==> src/sv/rqv_pkg.sv <==
// ----------------------------------------------------------------------------
// rqv_pkg
// Shared widths, constants, types and the corner order for the rotated quad
// vertex expander.
// ----------------------------------------------------------------------------
package rqv_pkg;

  localparam int ANGLE_BITS_DEF = 16;
  localparam int COORD_IN_W     = 24;
  localparam int SIZE_W         = 23;
  localparam int COORD_OUT_W    = 26;
  localparam int TRIG_W         = 17;
  localparam int PROD_W         = 41;
  localparam int ACC_W          = 43;

  localparam logic [31:0] DEFAULT_RGBA_RST = 32'hFFFFFF4D;

  // polynomial constants for sin(z*pi/2), q16
  localparam logic [16:0] SIN_A = 17'd102944;
  localparam logic [15:0] SIN_B = 16'd42047;
  localparam logic [12:0] SIN_C = 13'd4640;
  localparam logic [17:0] ONE_Q15 = 18'd32768;

  localparam logic [2:0] VERT_LAST = 3'd5;

  typedef struct packed {
    logic signed [COORD_IN_W-1:0] px;
    logic signed [COORD_IN_W-1:0] py;
    logic [SIZE_W-1:0]            w;
    logic [SIZE_W-1:0]            h;
    logic [31:0]                  rgba;
  } rect_t;

  typedef struct packed {
    logic [3:0][COORD_OUT_W-1:0] vx;
    logic [3:0][COORD_OUT_W-1:0] vy;
    logic [31:0]                 rgba;
  } quad_t;

  // corner used by each of the six vertices
  function automatic logic [1:0] corner_sel(input logic [2:0] k);
    logic [1:0] c;
    case (k)
      3'd0: c = 2'd0;
      3'd1: c = 2'd1;
      3'd2: c = 2'd2;
      3'd3: c = 2'd1;
      3'd4: c = 2'd3;
      3'd5: c = 2'd2;
      default: c = 2'd0;
    endcase
    return c;
  endfunction

endpackage

==> src/sv/rqv_trig.sv <==
// ----------------------------------------------------------------------------
// rqv_trig
// Five-stage sine and cosine pipeline: quadrant folding, then the quarter-wave
// polynomial one multiplication per stage, two lanes side by side.
// ----------------------------------------------------------------------------
module rqv_trig #(
  parameter int ANGLE_BITS = rqv_pkg::ANGLE_BITS_DEF
) (
  input  logic                              clk,
  input  logic                              rst_n,
  input  logic                              in_valid,
  output logic                              in_ready,
  input  logic [ANGLE_BITS-1:0]             in_angle,
  input  rqv_pkg::rect_t                    in_rect,
  output logic                              out_valid,
  input  logic                              out_ready,
  output logic signed [rqv_pkg::TRIG_W-1:0] out_sin,
  output logic signed [rqv_pkg::TRIG_W-1:0] out_cos,
  output rqv_pkg::rect_t                    out_rect
);

  logic v1_r, v2_r, v3_r, v4_r, v5_r;
  logic en1, en2, en3, en4, en5;

  // lane 0 sine, lane 1 cosine
  logic [16:0] z1_r [2];
  logic        n1_r [2];
  logic [16:0] z2_r [2];
  logic [16:0] sq2_r [2];
  logic        n2_r [2];
  logic [16:0] z3_r [2];
  logic [16:0] sq3_r [2];
  logic [15:0] inner3_r [2];
  logic        n3_r [2];
  logic [16:0] z4_r [2];
  logic [16:0] mid4_r [2];
  logic        n4_r [2];
  logic signed [rqv_pkg::TRIG_W-1:0] res5_r [2];

  rqv_pkg::rect_t rect1_r, rect2_r, rect3_r, rect4_r, rect5_r;

  logic [31:0] turn;
  logic [1:0]  quad [2];
  logic [16:0] z_fold [2];
  logic [33:0] p2 [2];
  logic [33:0] p3 [2];
  logic [33:0] p4 [2];
  logic [34:0] p5 [2];
  logic [17:0] r5 [2];
  logic [16:0] r5_sat [2];
  logic [16:0] t3 [2];
  logic [16:0] t4 [2];

  assign en5      = !v5_r || out_ready;
  assign en4      = !v4_r || en5;
  assign en3      = !v3_r || en4;
  assign en2      = !v2_r || en3;
  assign en1      = !v1_r || en2;
  assign in_ready = en1;

  always_comb begin
    turn    = 32'(in_angle) << (32 - ANGLE_BITS);
    quad[0] = turn[31:30];
    quad[1] = turn[31:30] + 2'd1;
    for (int i = 0; i < 2; i++) begin
      z_fold[i] = quad[i][0] ? (17'd65536 - {1'b0, turn[29:14]}) : {1'b0, turn[29:14]};
      p2[i]     = 34'(z1_r[i]) * 34'(z1_r[i]) + 34'd32768;
      p3[i]     = 34'(sq2_r[i]) * 34'(rqv_pkg::SIN_C) + 34'd32768;
      t3[i]     = p3[i][32:16];
      p4[i]     = 34'(sq3_r[i]) * 34'(inner3_r[i]) + 34'd32768;
      t4[i]     = p4[i][32:16];
      p5[i]     = 35'(z4_r[i]) * 35'(mid4_r[i]) + 35'd65536;
      r5[i]     = p5[i][34:17];
      r5_sat[i] = (r5[i] > rqv_pkg::ONE_Q15) ? 17'(rqv_pkg::ONE_Q15) : r5[i][16:0];
    end
  end

  always_ff @(posedge clk) begin
    if (!rst_n) begin
      v1_r <= 1'b0;
      v2_r <= 1'b0;
      v3_r <= 1'b0;
      v4_r <= 1'b0;
      v5_r <= 1'b0;
    end else begin
      if (en1) v1_r <= in_valid;
      if (en2) v2_r <= v1_r;
      if (en3) v3_r <= v2_r;
      if (en4) v4_r <= v3_r;
      if (en5) v5_r <= v4_r;
    end
  end

  always_ff @(posedge clk) begin
    if (en1) begin
      rect1_r <= in_rect;
      for (int i = 0; i < 2; i++) begin
        z1_r[i] <= z_fold[i];
        n1_r[i] <= quad[i][1];
      end
    end
    if (en2) begin
      rect2_r <= rect1_r;
      for (int i = 0; i < 2; i++) begin
        z2_r[i]  <= z1_r[i];
        sq2_r[i] <= p2[i][32:16];
        n2_r[i]  <= n1_r[i];
      end
    end
    if (en3) begin
      rect3_r <= rect2_r;
      for (int i = 0; i < 2; i++) begin
        z3_r[i]     <= z2_r[i];
        sq3_r[i]    <= sq2_r[i];
        inner3_r[i] <= 16'(17'(rqv_pkg::SIN_B) - t3[i]);
        n3_r[i]     <= n2_r[i];
      end
    end
    if (en4) begin
      rect4_r <= rect3_r;
      for (int i = 0; i < 2; i++) begin
        z4_r[i]   <= z3_r[i];
        mid4_r[i] <= rqv_pkg::SIN_A - t4[i];
        n4_r[i]   <= n3_r[i];
      end
    end
    if (en5) begin
      rect5_r <= rect4_r;
      for (int i = 0; i < 2; i++) begin
        res5_r[i] <= n4_r[i] ? -$signed(r5_sat[i]) : $signed(r5_sat[i]);
      end
    end
  end

  assign out_valid = v5_r;
  assign out_sin   = res5_r[0];
  assign out_cos   = res5_r[1];
  assign out_rect  = rect5_r;

endmodule

==> config.mk <==
export PLATFORM = sky130hd
export DESIGN_NAME = rqv_trig
export DESIGN_NICKNAME = d
export VERILOG_FILES = /design/src/sv/rqv_pkg.sv /design/src/sv/rqv_trig.sv
export SDC_FILE = /design/constraint.sdc
export NUM_CORES = 2
export LEC_CHECK = 0
export ABC_AREA = 1
export BUFFER_PORTS_ARGS = -buffer_cell sky130_fd_sc_hd__clkbuf_2
export CORE_UTILIZATION = 55
export CTS_CLUSTER_SIZE = 10
export DETAILED_ROUTE_END_ITERATION = 12
export PLACE_DENSITY = 0.75
export RECOVER_POWER = 100
export SLEW_MARGIN = 10
export SYNTH_ARGS = -nofsm -noshare
export SYNTH_HDL_FRONTEND = slang
export SYNTH_SLANG_ARGS = --single-unit
==> constraint.sdc <==
create_clock -name clk -period 19.18 [get_ports clk]
set_clock_uncertainty 0.2 [all_clocks]
set_input_delay 1.918 -clock clk [delete_from_list [all_inputs] [get_ports clk]]
set_output_delay 1.918 -clock clk [all_outputs]
set_load 0.02 [all_outputs]
# == Word level (Yosys, flattened, before mapping) ==
# Memory sizes are Yosys's and may differ from the RTL's.
# Index checks and enable logic that the tools add are counted.
# totals
word_cells,95
output_inout_bits,162
regBits,635
input_bits,146
mem_count,13
ram_bits,312
# classes
n_addsub,16
n_mul,8
n_reduce_logical,10
n_mux,16
magnitude_cmp,2
# memory_table
memory,depth,width,read_ports,rd_clocked_by_memory_dff,wr,line,text
mid4_r,2,17,2,0,2,rqv_trig.sv:36,logic [16:0] mid4_r [2];
res5_r,2,17,2,0,2,rqv_trig.sv:38,logic signed [rqv_pkg::TRIG_W-1:0] res5_r [2];
sq2_r,2,17,2,0,2,rqv_trig.sv:29,logic [16:0] sq2_r [2];
sq3_r,2,17,2,0,2,rqv_trig.sv:32,logic [16:0] sq3_r [2];
z1_r,2,17,2,0,2,rqv_trig.sv:26,logic [16:0] z1_r [2];
z2_r,2,17,2,0,2,rqv_trig.sv:28,logic [16:0] z2_r [2];
+7 memories,--,--,--,--,--,--,
# op_table
operator,n
"adder 33 x 16 -> 33 bit, second input constant",4
2-to-1 mux 17 bit,6
"adder 34 x 17 -> 35 bit, second input constant",2
multiplier 17 x 17 -> 34 bit,2
multiplier 17 x 16 -> 33 bit,2
multiplier 17 x 17 -> 33 bit,2
"adder 30 x 16 -> 31 bit, second input constant",2
"multiplier 17 x 8 -> 25 bit, second input constant",2
"greater-than comparator 18 x 16 -> 1 bit, second input constant",2
negation 17 bit,2
"subtractor 17 bit, first input constant",2
"subtractor 16 x 15 -> 16 bit, first input constant",2
"subtractor 17 x 16 -> 17 bit, first input constant",1
2-to-1 mux 1 bit,10
logical NOT 1 bit,5
logical OR 1 bit,5
"adder 2 x 1 -> 2 bit, second input constant",1

# == Logic depth before layout (Yosys ltp) ==
# logic_depth
ltp_word,8
mapped_depth,43
mapped_depth_nobuf,41

# == Least setup slack after synthesis ==
# Ideal clock, no wire load.
# synth_timing
path_kind,input -> output
start,input port out_ready
end,output port in_ready
n_path_buf,0
t_required_ns,17.062
path_stages,8
t_arrival_ns,17.424
slack_ns,-0.362
path_cell_list,nor2_1 > inv_1 > nor2_1 > inv_1 > nor2_1 > inv_1 > nor2_1 > nand2_1
# synth_between
elab_chain_cells,5
# synth_lines
element,line,text
start: declaration,rqv_trig.sv:16,"input logic out_ready,"
logical OR 1 bit,rqv_trig.sv:54,assign en5 = !v5_r || out_ready;
named net en5,rqv_trig.sv:23,"logic en1, en2, en3, en4, en5;"
logical OR 1 bit,rqv_trig.sv:55,assign en4 = !v4_r || en5;
named net en4,rqv_trig.sv:23,
logical OR 1 bit,rqv_trig.sv:56,assign en3 = !v3_r || en4;
named net en3,rqv_trig.sv:23,
logical OR 1 bit,rqv_trig.sv:57,assign en2 = !v2_r || en3;
logical OR 1 bit,rqv_trig.sv:58,assign en1 = !v1_r || en2;
end: declaration,rqv_trig.sv:12,"output logic in_ready,"
# The timed path passes the listed nets, and every way through them passes these cells.

==> metrics.md <==
| Metric | Value |
|---|---|
| Outcome | `complete, but fails checks` |
| Failing checks | `design-rule violations, max-capacitance violations, max-slew violations` |
| Maximum clock frequency | `0.0821 GHz` |
| Worst slew pin tran | `4.65 ns` |
| CP Data Required Time | `19.18 ns` |
| Share of cells above drive strength 1 | `0.0384` |
| Die Y | `397 microns` |
| CP Launch Type | `input pin` |
| Sequential-to-total area share from yosys stat | `0.324` |
| Slew Limit Headroom | `-2.10` |
| Avg Inst Size Synth | `9.45 sq um` |
| FF/Latch Area | `27800 sq um` |
| Die Width | `397 microns` |
| Num rows | `144` |
| Most frequent cells in the layout | `inv_1, nand2_1, fa_1` |
| Async S/R FF share, synth | `0` |
| Hold_buf cts | `0` |
| Worst-path fanout max | `104` |
| GRT overflow | `0` |
| Avg WL per Cell | `16.2 microns` |
| Fin crit period | `12.19 ns` |
| DRT Pass-1 Iters | `12` |
| Critical Path Max Stage Delay | `3.06 ns` |
| Vias | `58.2k` |
| Fin crit share | `0.635` |
| Most common cell after layout, fill and taps aside | `inv_1` |
| Fin Hold WS | `0.151 ns` |
| Final Setup Violations | `0` |
| Die footprint | `158000 sq um` |
| Gpl congestion | `0.932` |
| Skew-Pair Late Insertion Delay | `0.77 ns` |
| Reg clk slew, reported paths | `0.05 ns` |
| Global-route wire length before repair | `303000 microns` |
| Critical Path Slowest Stage Cell | `clkbuf_1` |
| Inserted Clock Buffers | `109` |
| H-tree levels | `3` |
| FILL cells | `12.8k` |
| Post-synth net total | `11.1k` |
| Top Ports | `308` |
| CP Data Arrival Time | `12.19 ns` |
| Top cell by count, worst path | `nor2_1` |
| IO buf count | `307` |
| Drc violations | `6` |
| Gate count of the mapped netlist | `9086` |
| Clock Path Buffers | `3` |
| Critical path class | `input pin to flop` |
| Core area | `155000 sq um` |
| CTS tree | `built` |
| Area Overhead vs Synth | `7.02%` |
| Cell Area, Synth | `85800 sq um` |
| Seq cells post-synth | `927` |
| Kind of end point of the critical path | `flop` |
| Initial DRC Count | `3813` |
| Initial antenna violation count | `11` |
| Multi-input logic area | `47400 sq um` |
| Setup TNS Final | `0 ns` |
| Effective utilization at floorplan | `0.555` |
| Number of synthesized flops with an enable pin | `922` |
| Reg2Reg Depth | `9` |
| CP Cell Sequence | `clkbuf_2 -> nor2_1 -> clkinvlp_2 -> nor2_1 -> inv_8 -> nor2_1 -> clkinvlp_2 -> clkbuf_1 -> clkbuf_1` |
| Final hold vios | `0` |
| Clock sinks | `927` |
| Vias in the first global route | `61.1k` |
| Max-cap viol count | `13` |
| Vias per inst | `5.13` |
| Top FF cell, synth | `edfxtp_1` |
| Yosys warns | `0` |
| Hold Path Cell Cnt | `0` |
| Nets@finish | `11.3k` |
| Largest net degree at the start of global routing | `118` |
| # resized after CTS | `0` |
| Hold WC Path Type | `flop to flop` |
| Root buffer cell | `clkbuf_16` |
| Final Slew Violations | `697` |
| Setup Buffers After CTS | `0` |
| Post-synth cell types | `62` |
| DRT Wirelength | `184000 microns` |
| RSZ-0062 raised after global routing | `no` |
| Gr usage total | `0.239` |
| Placed wire-length estimate | `144000 microns` |
| Post-route ant nets | `0` |
cell type report:
cell class,instances,share of cell area
multi-input cells,5355,0.516
diodes,3,0.0000817
repair buffers,319,0.0149
clock buffers,144,0.0311
inverters,2534,0.104
clock inverters,25,0.00399
flip-flops and latches,927,0.302
well taps,2044,0.0278
sequential cells by signal (all words and copies together) (netlist names), 34 cells and up:
signal,flops
rect4_r,126
res5_r,34
rect2_r,126
rect3_r,126
rect1_r,126
mid4_r,34
sq2_r,34
sq3_r,34
out_rect,126
final timing paths:
path	start	end	slack [ns]
max	out_ready	inner3_r[0][22]	6.99
min reg2reg	z3_r[0][29]	z4_r[0][29]	0.15
max reg2reg	out_valid	inner3_r[0][22]	7.79
min	z3_r[0][29]	z4_r[0][29]	0.15
Yosys cell counts (4+ instances only):
| library cell | n | share of area |
|---|---|---|
| a21o_1 | 16 | 0.0014 |
| a21oi_1 | 213 | 0.012 |
| a31oi_1 | 7 | 0.00051 |
| and2_1 | 7 | 0.00051 |
| clkbuf_1 | 258 | 0.011 |
| clkinv_1 | 4 | 0.00017 |
| dfxtp_1 | 5 | 0.0012 |
| edfxtp_1 | 922 | 0.32 |
| fa_1 | 1102 | 0.26 |
| ha_1 | 775 | 0.11 |
| inv_1 | 2518 | 0.11 |
| inv_2 | 12 | 0.00052 |
| nand2_1 | 2169 | 0.095 |
| nand2_2 | 26 | 0.0019 |
| nand3_1 | 192 | 0.011 |
| nand3_2 | 5 | 0.00058 |
| nand3b_1 | 21 | 0.0018 |
| nand4_1 | 51 | 0.0037 |
| nor2_1 | 290 | 0.013 |
| nor2_2 | 15 | 0.0011 |
| nor3_1 | 55 | 0.0032 |
| nor3_2 | 4 | 0.00047 |
| nor4_1 | 12 | 0.00087 |
| o211ai_1 | 5 | 0.00044 |
| o21a_1 | 15 | 0.0013 |
| o21ai_0 | 114 | 0.0066 |
| o21ai_1 | 16 | 0.00093 |
| o21bai_1 | 20 | 0.0017 |
| o221ai_1 | 4 | 0.00041 |
| o311ai_0 | 5 | 0.00051 |
| o41ai_1 | 9 | 0.00092 |
| or2_2 | 5 | 0.00036 |
| xnor2_1 | 52 | 0.0053 |
| xor2_1 | 97 | 0.0099 |
| xor2_2 | 13 | 0.0025 |
critical path: cells and delay by family:
family / cells / cell delay [ns]
buffers and inverters: 6 / 9.41
and+or+nand+nor: 3 / 0.56
logic make-up (layout without fill, tap and decap cells):
group / count (synthesis) / after routing / synth area share
buf+inv: 2804 / 3022 / 0.123
flops: 927 / 927 / 0.324
compound gates: 451 / 451 / 0.0306
simple gates: 2862 / 2862 / 0.134
xor+xnor: 165 / 165 / 0.0184
other cells: 0 / 3 / 0
fa+ha+maj: 1877 / 1877 / 0.370
layer usage:
layer / part of all wire / global-route usage
met3: 0.074 / 0.0444
met2: 0.49 / 0.415
met5: 0.00052 / 0
met4: 0.026 / 0.0659
met1: 0.41 / 0.307
stage by stage:
stage | instance area (sq um) | util | worst slack (ns) | cells
6_report | 91900 | 0.594 | 6.99 | 11400
5_1_grt | 91900 | 0.594 | 5.86 | 11400
4_1_cts | 92200 | 0.597 | 11.10 | 11300
3_5_place_dp | 89000 | 0.576 | 11.21 | 11200
3_3_place_gp | 89000 | 0.576 | 11.19 | 11200
2_1_floorplan | 85900 | - | 1.50 | 9086
Power is not shown: default switching activity piles up to over one toggle a cycle in this logic, so the estimate is an artifact.
