## src/sv/rqv_pkg.sv

```systemverilog
// ----------------------------------------------------------------------------
// rqv_pkg
// Shared widths, constants, types and the corner order for the rotated quad
// vertex expander.
// ----------------------------------------------------------------------------
package rqv_pkg;

  localparam int ANGLE_BITS_DEF = 16;
  localparam int COORD_IN_W     = 24;
  localparam int SIZE_W         = 23;
  localparam int COORD_OUT_W    = 26;
  localparam int TRIG_W         = 17;
  localparam int PROD_W         = 41;
  localparam int ACC_W          = 43;

  localparam logic [31:0] DEFAULT_RGBA_RST = 32'hFFFFFF4D;

  // polynomial constants for sin(z*pi/2), q16
  localparam logic [16:0] SIN_A = 17'd102944;
  localparam logic [15:0] SIN_B = 16'd42047;
  localparam logic [12:0] SIN_C = 13'd4640;
  localparam logic [17:0] ONE_Q15 = 18'd32768;

  localparam logic [2:0] VERT_LAST = 3'd5;

  typedef struct packed {
    logic signed [COORD_IN_W-1:0] px;
    logic signed [COORD_IN_W-1:0] py;
    logic [SIZE_W-1:0]            w;
    logic [SIZE_W-1:0]            h;
    logic [31:0]                  rgba;
  } rect_t;

  typedef struct packed {
    logic [3:0][COORD_OUT_W-1:0] vx;
    logic [3:0][COORD_OUT_W-1:0] vy;
    logic [31:0]                 rgba;
  } quad_t;

  // corner used by each of the six vertices
  function automatic logic [1:0] corner_sel(input logic [2:0] k);
    logic [1:0] c;
    case (k)
      3'd0: c = 2'd0;
      3'd1: c = 2'd1;
      3'd2: c = 2'd2;
      3'd3: c = 2'd1;
      3'd4: c = 2'd3;
      3'd5: c = 2'd2;
      default: c = 2'd0;
    endcase
    return c;
  endfunction

endpackage

```

## src/sv/rqv_emit.sv

```systemverilog
// ----------------------------------------------------------------------------
// rqv_emit
// Holds one finished quad and hands out its six vertices, one per
// transaction, taking the next quad as the sixth vertex leaves.
// ----------------------------------------------------------------------------
module rqv_emit (
  input  logic                                clk,
  input  logic                                rst_n,
  input  logic                                in_valid,
  output logic                                in_ready,
  input  rqv_pkg::quad_t                      in_quad,
  output logic                                out_valid,
  input  logic                                out_ready,
  output logic [rqv_pkg::COORD_OUT_W-1:0]     out_vert_x,
  output logic [rqv_pkg::COORD_OUT_W-1:0]     out_vert_y,
  output logic [31:0]                         out_rgba,
  output logic [2:0]                          out_vertex_number,
  output logic                                out_last
);

  logic           hold_v_r, hold_v_nxt;
  logic [2:0]     k_r, k_nxt;
  rqv_pkg::quad_t quad_r;
  logic           load;
  logic [1:0]     corner;

  assign in_ready = !hold_v_r || (out_ready && (k_r == rqv_pkg::VERT_LAST));
  assign load     = in_valid && in_ready;

  always_comb begin
    hold_v_nxt = hold_v_r;
    k_nxt      = k_r;
    if (load) begin
      hold_v_nxt = 1'b1;
      k_nxt      = 3'd0;
    end else if (hold_v_r && out_ready) begin
      if (k_r == rqv_pkg::VERT_LAST) begin
        hold_v_nxt = 1'b0;
        k_nxt      = 3'd0;
      end else begin
        k_nxt = k_r + 3'd1;
      end
    end
  end

  always_ff @(posedge clk) begin
    if (!rst_n) begin
      hold_v_r <= 1'b0;
      k_r      <= 3'd0;
    end else begin
      hold_v_r <= hold_v_nxt;
      k_r      <= k_nxt;
    end
  end

  always_ff @(posedge clk) begin
    if (load) quad_r <= in_quad;
  end

  assign corner            = rqv_pkg::corner_sel(k_r);
  assign out_valid         = hold_v_r;
  assign out_vert_x        = quad_r.vx[corner];
  assign out_vert_y        = quad_r.vy[corner];
  assign out_rgba          = quad_r.rgba;
  assign out_vertex_number = k_r;
  assign out_last          = (k_r == rqv_pkg::VERT_LAST);

endmodule

```

## config.mk

```make
export PLATFORM = sky130hd
export DESIGN_NAME = rqv_emit
export DESIGN_NICKNAME = d
export VERILOG_FILES = /design/src/sv/rqv_pkg.sv /design/src/sv/rqv_emit.sv
export SDC_FILE = /design/constraint.sdc
export NUM_CORES = 1
export LEC_CHECK = 0
export BUFFER_PORTS_ARGS = -buffer_cell sky130_fd_sc_hd__buf_2
export CAP_MARGIN = 20
export CORE_MARGIN = 5
export CORE_UTILIZATION = 47
export CTS_CLUSTER_SIZE = 14
export DETAILED_ROUTE_END_ITERATION = 16
export MAX_ROUTING_LAYER = met4
export PLACE_DENSITY = 0.82
export SETUP_SLACK_MARGIN = 0.02
export SYNTH_ARGS = -nofsm -noshare
export SYNTH_HDL_FRONTEND = slang
export SYNTH_SLANG_ARGS = --single-unit
```

## constraint.sdc

```tcl
create_clock -name clk -period 16.97 [get_ports clk]
set_input_delay 2.5455 -clock clk [delete_from_list [all_inputs] [get_ports clk]]
set_output_delay 2.5455 -clock clk [all_outputs]
set_load 0.005 [all_outputs]
```

# [Word-level counts from Yosys, hierarchy flattened]
# Cells that the tools add are included.
[totals] out_inout_bits=90 word_cells=39 register_bits=244
[classes] n_lt_le_gt_ge=1 bitwise=1 add_sub_neg=1 n_eq_ne=5 muxes=9 reduce_logical=11
[op_table] cell="$bmux 26 s2" n=2
[op_table] cell="$mux 26" n=2
[op_table] cell="$eq 3x2->1 const B" n=2
[op_table] cell="$eq 3x3->1 const B" n=2
[op_table] cell="$pmux 2 s3" n=1
[op_table] cell="$reduce_or 2->1" n=3
[op_table] cell="$reduce_bool 2->1" n=2
[op_table] cell="$add 3x1->3 const B" n=1
[op_table] cell="$eq 3x1->1 const B" n=1
[op_table] cell="$logic_and 1x1->1" n=3
[op_table] cell="$lt 2x3->1 const B" n=1
[op_table] cell="$mux 1" n=3
[op_table] cell="$mux 3" n=1
[op_table] cell="$reduce_and 2->1" n=1
[op_table] cell="$logic_not 1->1" n=1
[op_table] cell="$logic_or 1x1->1" n=1
[op_table] cell="$not 1->1" n=1

# [Depth between registers and ports, before layout]
# Gate-level depths: netlist of run 1.
[logic_depth] ltp_word=6 depth_mapped=8 depth_no_buf=6

# [Worst setup path after synthesis of run 1]
# No wires, ideal clock.
[synth_timing] path_type="input-to-reg" startpoint="input out_ready" endpoint="register quad_r, in the netlist out_rgba[0], enable pin" path_stages=2 t_arrival_ps=12585 required_ps=16125 slack_ps=3541 path_buffers=0 cell_sequence="a21boi_1 > nor2_1"
[synth_between] elab_chain_len=3
[synth_rtl] element="start: declaration" line="rqv_emit.sv:13" text="input logic out_ready,"
[synth_rtl] element="$logic_and 1x1->1" line="rqv_emit.sv:27" text="assign in_ready = !hold_v_r || (out_ready && (k_r == rqv_pkg::VERT_LAST));"
[synth_rtl] element="$logic_or 1x1->1" line="rqv_emit.sv:27"
[synth_rtl] element="$logic_and 1x1->1" line="rqv_emit.sv:28" text="assign load = in_valid && in_ready;"
[synth_rtl] element="end signal: assignment" line="rqv_emit.sv:57" text="if (load) quad_r <= in_quad;"
[synth_rtl] element="end: declaration" line="rqv_emit.sv:23" text="rqv_pkg::quad_t quad_r;"
# Every way passes these cells.
# A chain may end at the register's enable or synchronous reset.

# [Worst setup path in the final report of run 1]
[layout_timing] startpoint="input out_ready" endpoint="output in_ready"
[layout_between] elab_chain_len=2
[layout_rtl] element="$logic_and 1x1->1" line="rqv_emit.sv:27"
[layout_rtl] element="$logic_or 1x1->1" line="rqv_emit.sv:27"
[layout_rtl] element="end: declaration" line="rqv_emit.sv:10" text="output logic in_ready,"
# Every way passes these cells.

==> results of run 1 <==
## through the flow
step	hold slack (ns)	cells	setup slack, ns
3_3_place_gp	0.5531	1048	11.24
4_1_cts	0.5949	1090	11.19
3_5_place_dp	0.5783	1048	11.19
5_1_grt	0.6306	1091	11.12
2_1_floorplan	0.5522	489	3.541
6_report	0.5928	1091	11.20
## layer usage
| metal | track usage | part of all wire | up-vias |
|---|---|---|---|
| li1 | - | - | 2502 |
| met1 | 0.1871 | 0.37 | 2520 |
| met2 | 0.2963 | 0.53 | 232 |
| met3 | 0.03930 | 0.083 | 29 |
| met4 | 0.04500 | 0.021 | 0 |
| met5 | - | 0 | - |
## power by group through the flow
stage | logic, mW | registers, mW | clock network, mW
5_1_grt | 0.105 | 0.714 | 0.549
2_1_floorplan | 0.0543 | 0.733 | 0
4_1_cts | 0.0974 | 0.712 | 0.518
3_5_place_dp | 0.0969 | 0.725 | 0
6_report | 0.0954 | 0.712 | 0.505
3_3_place_gp | 0.0940 | 0.722 | 0
## sequential cells by signal, summed over array words and instances, names as in the netlist
name and flops:
out_rgba 32, out_valid 1, out_vertex_number 3, quad_r 208
## cell families after synthesis
| family | after synthesis | share of synthesized area |
|---|---|---|
| compound gates | 14 | 0.01243 |
| flops | 244 | 0.7542 |
| fa+ha+maj | 2 | 0.002460 |
| simple gates | 15 | 0.008419 |
| buf+inv | 58 | 0.06035 |
| xor+xnor | 2 | 0.002591 |
| mux | 154 | 0.1595 |
## worst max-delay path: cells and delay by family
family	cells	cell delay (ns)
compound gates	1	0.35
buf+inv	3	0.33
## cell type report
cell class | instances | share of cell area
Sequential cell | 244 | 0.6111
Multi-Input combinational cell | 187 | 0.1509
Timing Repair Buffer | 340 | 0.1442
Clock buffer | 32 | 0.05466
Tap cell | 270 | 0.02833
Clock inverter | 10 | 0.008499
Inverter | 7 | 0.002203
Antenna cell | 1 | 0.0002098
## path summary, 6_finish.rpt
check,depth (start not counted),to
max,4,in_ready
min,2,out_vertex_number[0]$_SDFFE_PP0P_
max reg2reg,5,quad_r[61]$_DFFE_PP_
min reg2reg,2,out_vertex_number[0]$_SDFFE_PP0P_
## cells in the final DEF (no fill, tap or decap), drive strengths merged, types with 2 or more instances in the layout
| cell type | netlist | final |
|---|---|---|
| buf | 49 | 340 |
| edfxtp | 240 | 240 |
| mux2i | 154 | 154 |
| clkbuf | 0 | 32 |
| inv | 7 | 7 |
| clkinv | 0 | 7 |
| dfxtp | 4 | 4 |
| nor2 | 4 | 4 |
| a21oi | 4 | 4 |
| a211o | 2 | 2 |
| nor3 | 2 | 2 |
| bufinv | 0 | 2 |
| xor2 | 2 | 2 |
| o21ai | 2 | 2 |
==> impl_metrics.env, run 1 <==
export IMPL_clkSinkCount=244
export IMPL_ir_drop_mv=0.09215
export IMPL_yosysMostFrequentCell="edfxtp_1"
export IMPL_die_y_um=153.4
export IMPL_worst_setup_path_type="in -> out"
export IMPL_status="complete, no violations"
export IMPL_syn_cell_area_um2=9662
export IMPL_start_kind="input pin"
export IMPL_dieArea_um2=23520
export IMPL_ys_top_cells_by_count="edfxtp_1 (240), mux2i_1 (154), buf_4 (33)"
export IMPL_drt_wl_total_um=19700
export IMPL_crit_top_cell="buf_2"
export IMPL_final_design_area_no_fill_um2=11930
export IMPL_rrSetupSlack_ns=13.54
export IMPL_setup_tns_ns=0
export IMPL_clkSlewWorstSetupHoldPaths_ns=0.06
export IMPL_clockPowerShare=0.385
export IMPL_cpPeakStageDelay_ns=0.35
export IMPL_yosysTopAreaCell="edfxtp_1"
export IMPL_crit_path_start="out_ready"
export IMPL_start_util=0.4775
export IMPL_path_cells="buf_2 -> a21boi_1 -> inv_1 -> buf_2"
export IMPL_cts_setup_buffers=0
export IMPL_detailedRoute_firstPassIterationCount=6
export IMPL_end_kind="primary output"
export IMPL_pin_count=334
export IMPL_std_cell_rows=52
export IMPL_max_slew_margin=0.2696
export IMPL_fin_crit_sh=0.3397
export IMPL_clock_skew_final_ns=0.009270
export IMPL_synth_cell_type_count=37
export IMPL_p_sw_frac=0.2006
export IMPL_coreArea_um2=20230
export IMPL_combPwrFrac=0.073
export IMPL_hold_class="reg -> reg"
export IMPL_synth_seq_cells=244
export IMPL_yosys_warnings=0
export IMPL_synth_area_top_cells="edfxtp_1 (75%), mux2i_1 (16%), buf_4 (2.6%)"
export IMPL_seqPwrFrac=0.542
export IMPL_max_freq_ghz=0.1735
export IMPL_grt_ovfl_total=0
export IMPL_rsz0062_at_grt="false"
export IMPL_critical_path_slowest_cell="a21boi_1"
export IMPL_synthArstFlopShare=0
export IMPL_drc=0
export IMPL_synth_flop_cell="edfxtp_1"
export IMPL_multi_input_area_um2=1799
export IMPL_vias_per_cell=4.842
export IMPL_hpwlAfterDp_um=14020
export IMPL_ant_nets=0
export IMPL_avgSynthCellArea_um2=19.76
export IMPL_cts_tree="built"
export IMPL_drive_gt1_frac=0.4598
export IMPL_path_max_fanout=4
export IMPL_dpl_cell_area_um2=11170
export IMPL_root_buffer="clkbuf_16"
export IMPL_fin_crit_ns=5.765
export IMPL_area_growth_pct=23.43
export IMPL_finalSetupViolCount=0
export IMPL_numPortBuffers=333
export IMPL_cts_resized_gates=0
export IMPL_worst_pin_slew_ns=1.096
export IMPL_hp_start="out_valid$_SDFFE_PN0P_"
export IMPL_layout_nets=1049
export IMPL_utilization=0.5894
export IMPL_n_fill_cell=1503
export IMPL_netlist_instances=489
export IMPL_synth_edf_count=240
export IMPL_crit_required_ns=14.42
export IMPL_r2r_start="out_vertex_number[0]$_SDFFE_PP0P_"
export IMPL_grt_max_degree=89
export IMPL_cts_hold_buf=0
export IMPL_p_int_mw=1.049
export IMPL_vias=5283
export IMPL_cts_buffer_depth=3
export IMPL_syn_nets=734
export IMPL_routedWlPerCell_um=18.05
export IMPL_die_w_um=153.4
export IMPL_yosysTopAreaCellShare=0.7459
export IMPL_final_hold_viol_count=0
export IMPL_p_leak_nw=5.187
export IMPL_gp_congestion=0.8349
export IMPL_grt_pass1_vias=5773
export IMPL_clk_insertion_delay_late_ns=0.50
export IMPL_power_mw=1.312
export IMPL_cts_buffers=24
export IMPL_ys_seq_area_frac=0.7542
export IMPL_slew_violations=0
export IMPL_drv_cap=0
export IMPL_grt_pass1_wl_um=30070
export IMPL_first_iter_violations=273
export IMPL_antenna_found_initial=1
export IMPL_seq_area_um2=7287
export IMPL_worstPathArrival_ns=3.22
export IMPL_grt_use_total=0.1657
export IMPL_p_switching_uw=263.3
export IMPL_power_per_cell_area_nw_per_um2=110.0
export IMPL_ctsHtreeMaxLevel=1
No activity file was read; power rests on OpenSTA's default activity.
==> inputs of run 2 (changes only) <==
--- a/config.mk
+++ b/config.mk
@@ -8,7 +8,7 @@
 export BUFFER_PORTS_ARGS = -buffer_cell sky130_fd_sc_hd__buf_2
 export CAP_MARGIN = 20
 export CORE_MARGIN = 5
-export CORE_UTILIZATION = 47
+export CORE_UTILIZATION = 45
 export CTS_CLUSTER_SIZE = 14
 export DETAILED_ROUTE_END_ITERATION = 16
 export MAX_ROUTING_LAYER = met4
==> constraint.sdc (replaced) <==
create_clock -name clk -period 4.61 [get_ports clk]
set_input_delay 0.6915 -clock clk [delete_from_list [all_inputs] [get_ports clk]]
set_output_delay 0.6915 -clock clk [all_outputs]
set_load 0.005 [all_outputs]
==> run 2 against run 1 <==
Compared with the run above: core utilization down 1.9 points; clock-buffer cell count unchanged; sequential power rose to 3.7 times the previous value; critical path depth up 3; cell area up 0.87%; register-to-register slack worse by 11 ns; critical endpoint is now out_vert_x[15]; die area up 4.2%; global-route usage down 0.40 points; combinational power rose to 3.8 times the previous value; first-iteration DRC count down 19%; non-clock buffer count up 7.
==> impl_metrics.env, run 2 (synthesized netlist as in run 1, its figures left out) <==
export IMPL_cts_hold_buf=0
export IMPL_cts_resized_gates=0
export IMPL_power_per_cell_area_nw_per_um2=401.8
export IMPL_std_cell_rows=53
export IMPL_grt_use_total=0.1617
export IMPL_coreArea_um2=21090
export IMPL_clk_insertion_delay_late_ns=0.51
export IMPL_first_iter_violations=222
export IMPL_cts_tree="built"
export IMPL_layout_common_cells="buf_2 (333), edfxtp_1 (240), mux2i_1 (154)"
export IMPL_clkSinkCount=244
export IMPL_end_kind="primary output"
export IMPL_max_freq_ghz=0.2682
export IMPL_clock_skew_final_ns=0.006161
export IMPL_cts_buffers=24
export IMPL_pin_count=334
export IMPL_largest_register="quad_r"
export IMPL_detailedRoute_firstPassIterationCount=4
export IMPL_critical_path_slowest_cell="buf_4"
export IMPL_grt_pass1_wl_um=29810
export IMPL_crit_required_ns=3.92
export IMPL_ir_drop_mv=0.3417
export IMPL_clkSlewWorstSetupHoldPaths_ns=0.06
export IMPL_status="complete, no violations"
export IMPL_root_buffer="clkbuf_16"
export IMPL_path_max_fanout=50
export IMPL_vias_per_cell=4.838
export IMPL_area_growth_pct=24.50
export IMPL_cts_buffer_depth=3
export IMPL_final_common_cell="buf_2"
export IMPL_drv_cap=0
export IMPL_hold_class="in -> reg"
export IMPL_rr_worst_depth=4
export IMPL_routedWlPerCell_um=18.09
export IMPL_grt_pass1_vias=5784
export IMPL_worst_path_dominant_cell_family="buffers and inverters"
export IMPL_critPathBufInv=3
export IMPL_numPortBuffers=333
export IMPL_ant_nets=0
export IMPL_start_util=0.4582
export IMPL_finalSetupViolCount=0
export IMPL_power_mw=4.834
export IMPL_start_kind="flop"
export IMPL_rsz0062_at_grt="false"
export IMPL_n_fill_cell=1627
export IMPL_setup_tns_ns=0
export IMPL_die_y_um=156.5
export IMPL_final_hold_viol_count=0
export IMPL_vias=5346
export IMPL_crit_top_cell="mux2i_1"
export IMPL_max_slew_margin=0.3394
export IMPL_drc=0
export IMPL_drive_gt1_frac=0.4692
export IMPL_fin_crit_sh=0.8087
export IMPL_largest_reg_flops=208
export IMPL_antenna_found_initial=1
export IMPL_worst_setup_path_type="reg -> out"
export IMPL_rrSetupSlack_ns=2.13
export IMPL_worst_pin_slew_ns=0.9886
export IMPL_ctsHtreeMaxLevel=1
export IMPL_fin_crit_ns=3.728
export IMPL_hpwlAfterDp_um=14690
export IMPL_path_cells="inv_1 -> ha_1 -> a21oi_4 -> buf_4 -> mux2i_1 -> mux2i_1 -> buf_2"
export IMPL_grt_ovfl_total=0
export IMPL_dieArea_um2=24500
export IMPL_layout_nets=1056
export IMPL_cpPeakStageDelay_ns=0.67
export IMPL_grt_max_degree=64
export IMPL_worstPathArrival_ns=3.04
export IMPL_die_w_um=156.5
export IMPL_slew_violations=0
export IMPL_p_leak_nw=5.244
export IMPL_hold_depth=1
export IMPL_drt_wl_total_um=19990
export IMPL_gp_congestion=0.8280
export IMPL_path_depth=7
export IMPL_cts_setup_buffers=0
run 2: final timing paths:
kind / start / endpoint
worst max-delay path: out_vertex_number[2]$_SDFFE_PP0P_ / out_vert_x[15]
worst min-delay path: in_quad[139] / quad_r[139]$_DFFE_PP_
worst max register to register: out_vertex_number[2]$_SDFFE_PP0P_ / quad_r[199]$_DFFE_PP_
worst min register to register: out_valid$_SDFFE_PN0P_ / out_vertex_number[0]$_SDFFE_PP0P_
run 2: layout make-up:
| class | count | area (um^2) | area share |
|---|---|---|---|
| clock buffers | 32 | 651.9 | 0.05419 |
| clock inverters | 12 | 103.9 | 0.008633 |
| well taps | 275 | 344.1 | 0.02860 |
| inverters | 7 | 26.28 | 0.002184 |
| repair buffers | 347 | 1797 | 0.1494 |
| multi-input cells | 187 | 1812 | 0.1506 |
| diodes | 1 | 2.502 | 0.0002080 |
| flip-flops and latches | 244 | 7292 | 0.6062 |
run 2: power by group:
part | internal (mW) | total [mW] | switching [mW]
sequential | 2.58 | 2.62 | 0.0345
clock | 1.10 | 1.85 | 0.752
combinational | 0.182 | 0.362 | 0.180
run 2: metal layers:
layer / GRT usage / part of all wire / wire length, um
met5: - / 0 / 0
met1: 0.1741 / 0.35 / 6941
met4: 0.05165 / 0.025 / 498
met3: 0.04618 / 0.094 / 1875
met2: 0.2878 / 0.53 / 10680
run 2: per-stage QoR:
step | area (um^2) | hold WS [ns] | utilization | cells | setup WS [ns]
floorplan | 9697 | 0.5462 | - | 489 | -0.1562
CTS | 12030 | 0.3208 | 0.5703 | 1104 | 0.8283
global placement | 11270 | 0.5570 | 0.5345 | 1060 | 1.441
finish | 12030 | 0.3554 | 0.5704 | 1105 | 0.8821
global route | 12030 | 0.3244 | 0.5704 | 1105 | 0.6652
detailed placement | 11270 | 0.5704 | 0.5345 | 1060 | 1.388
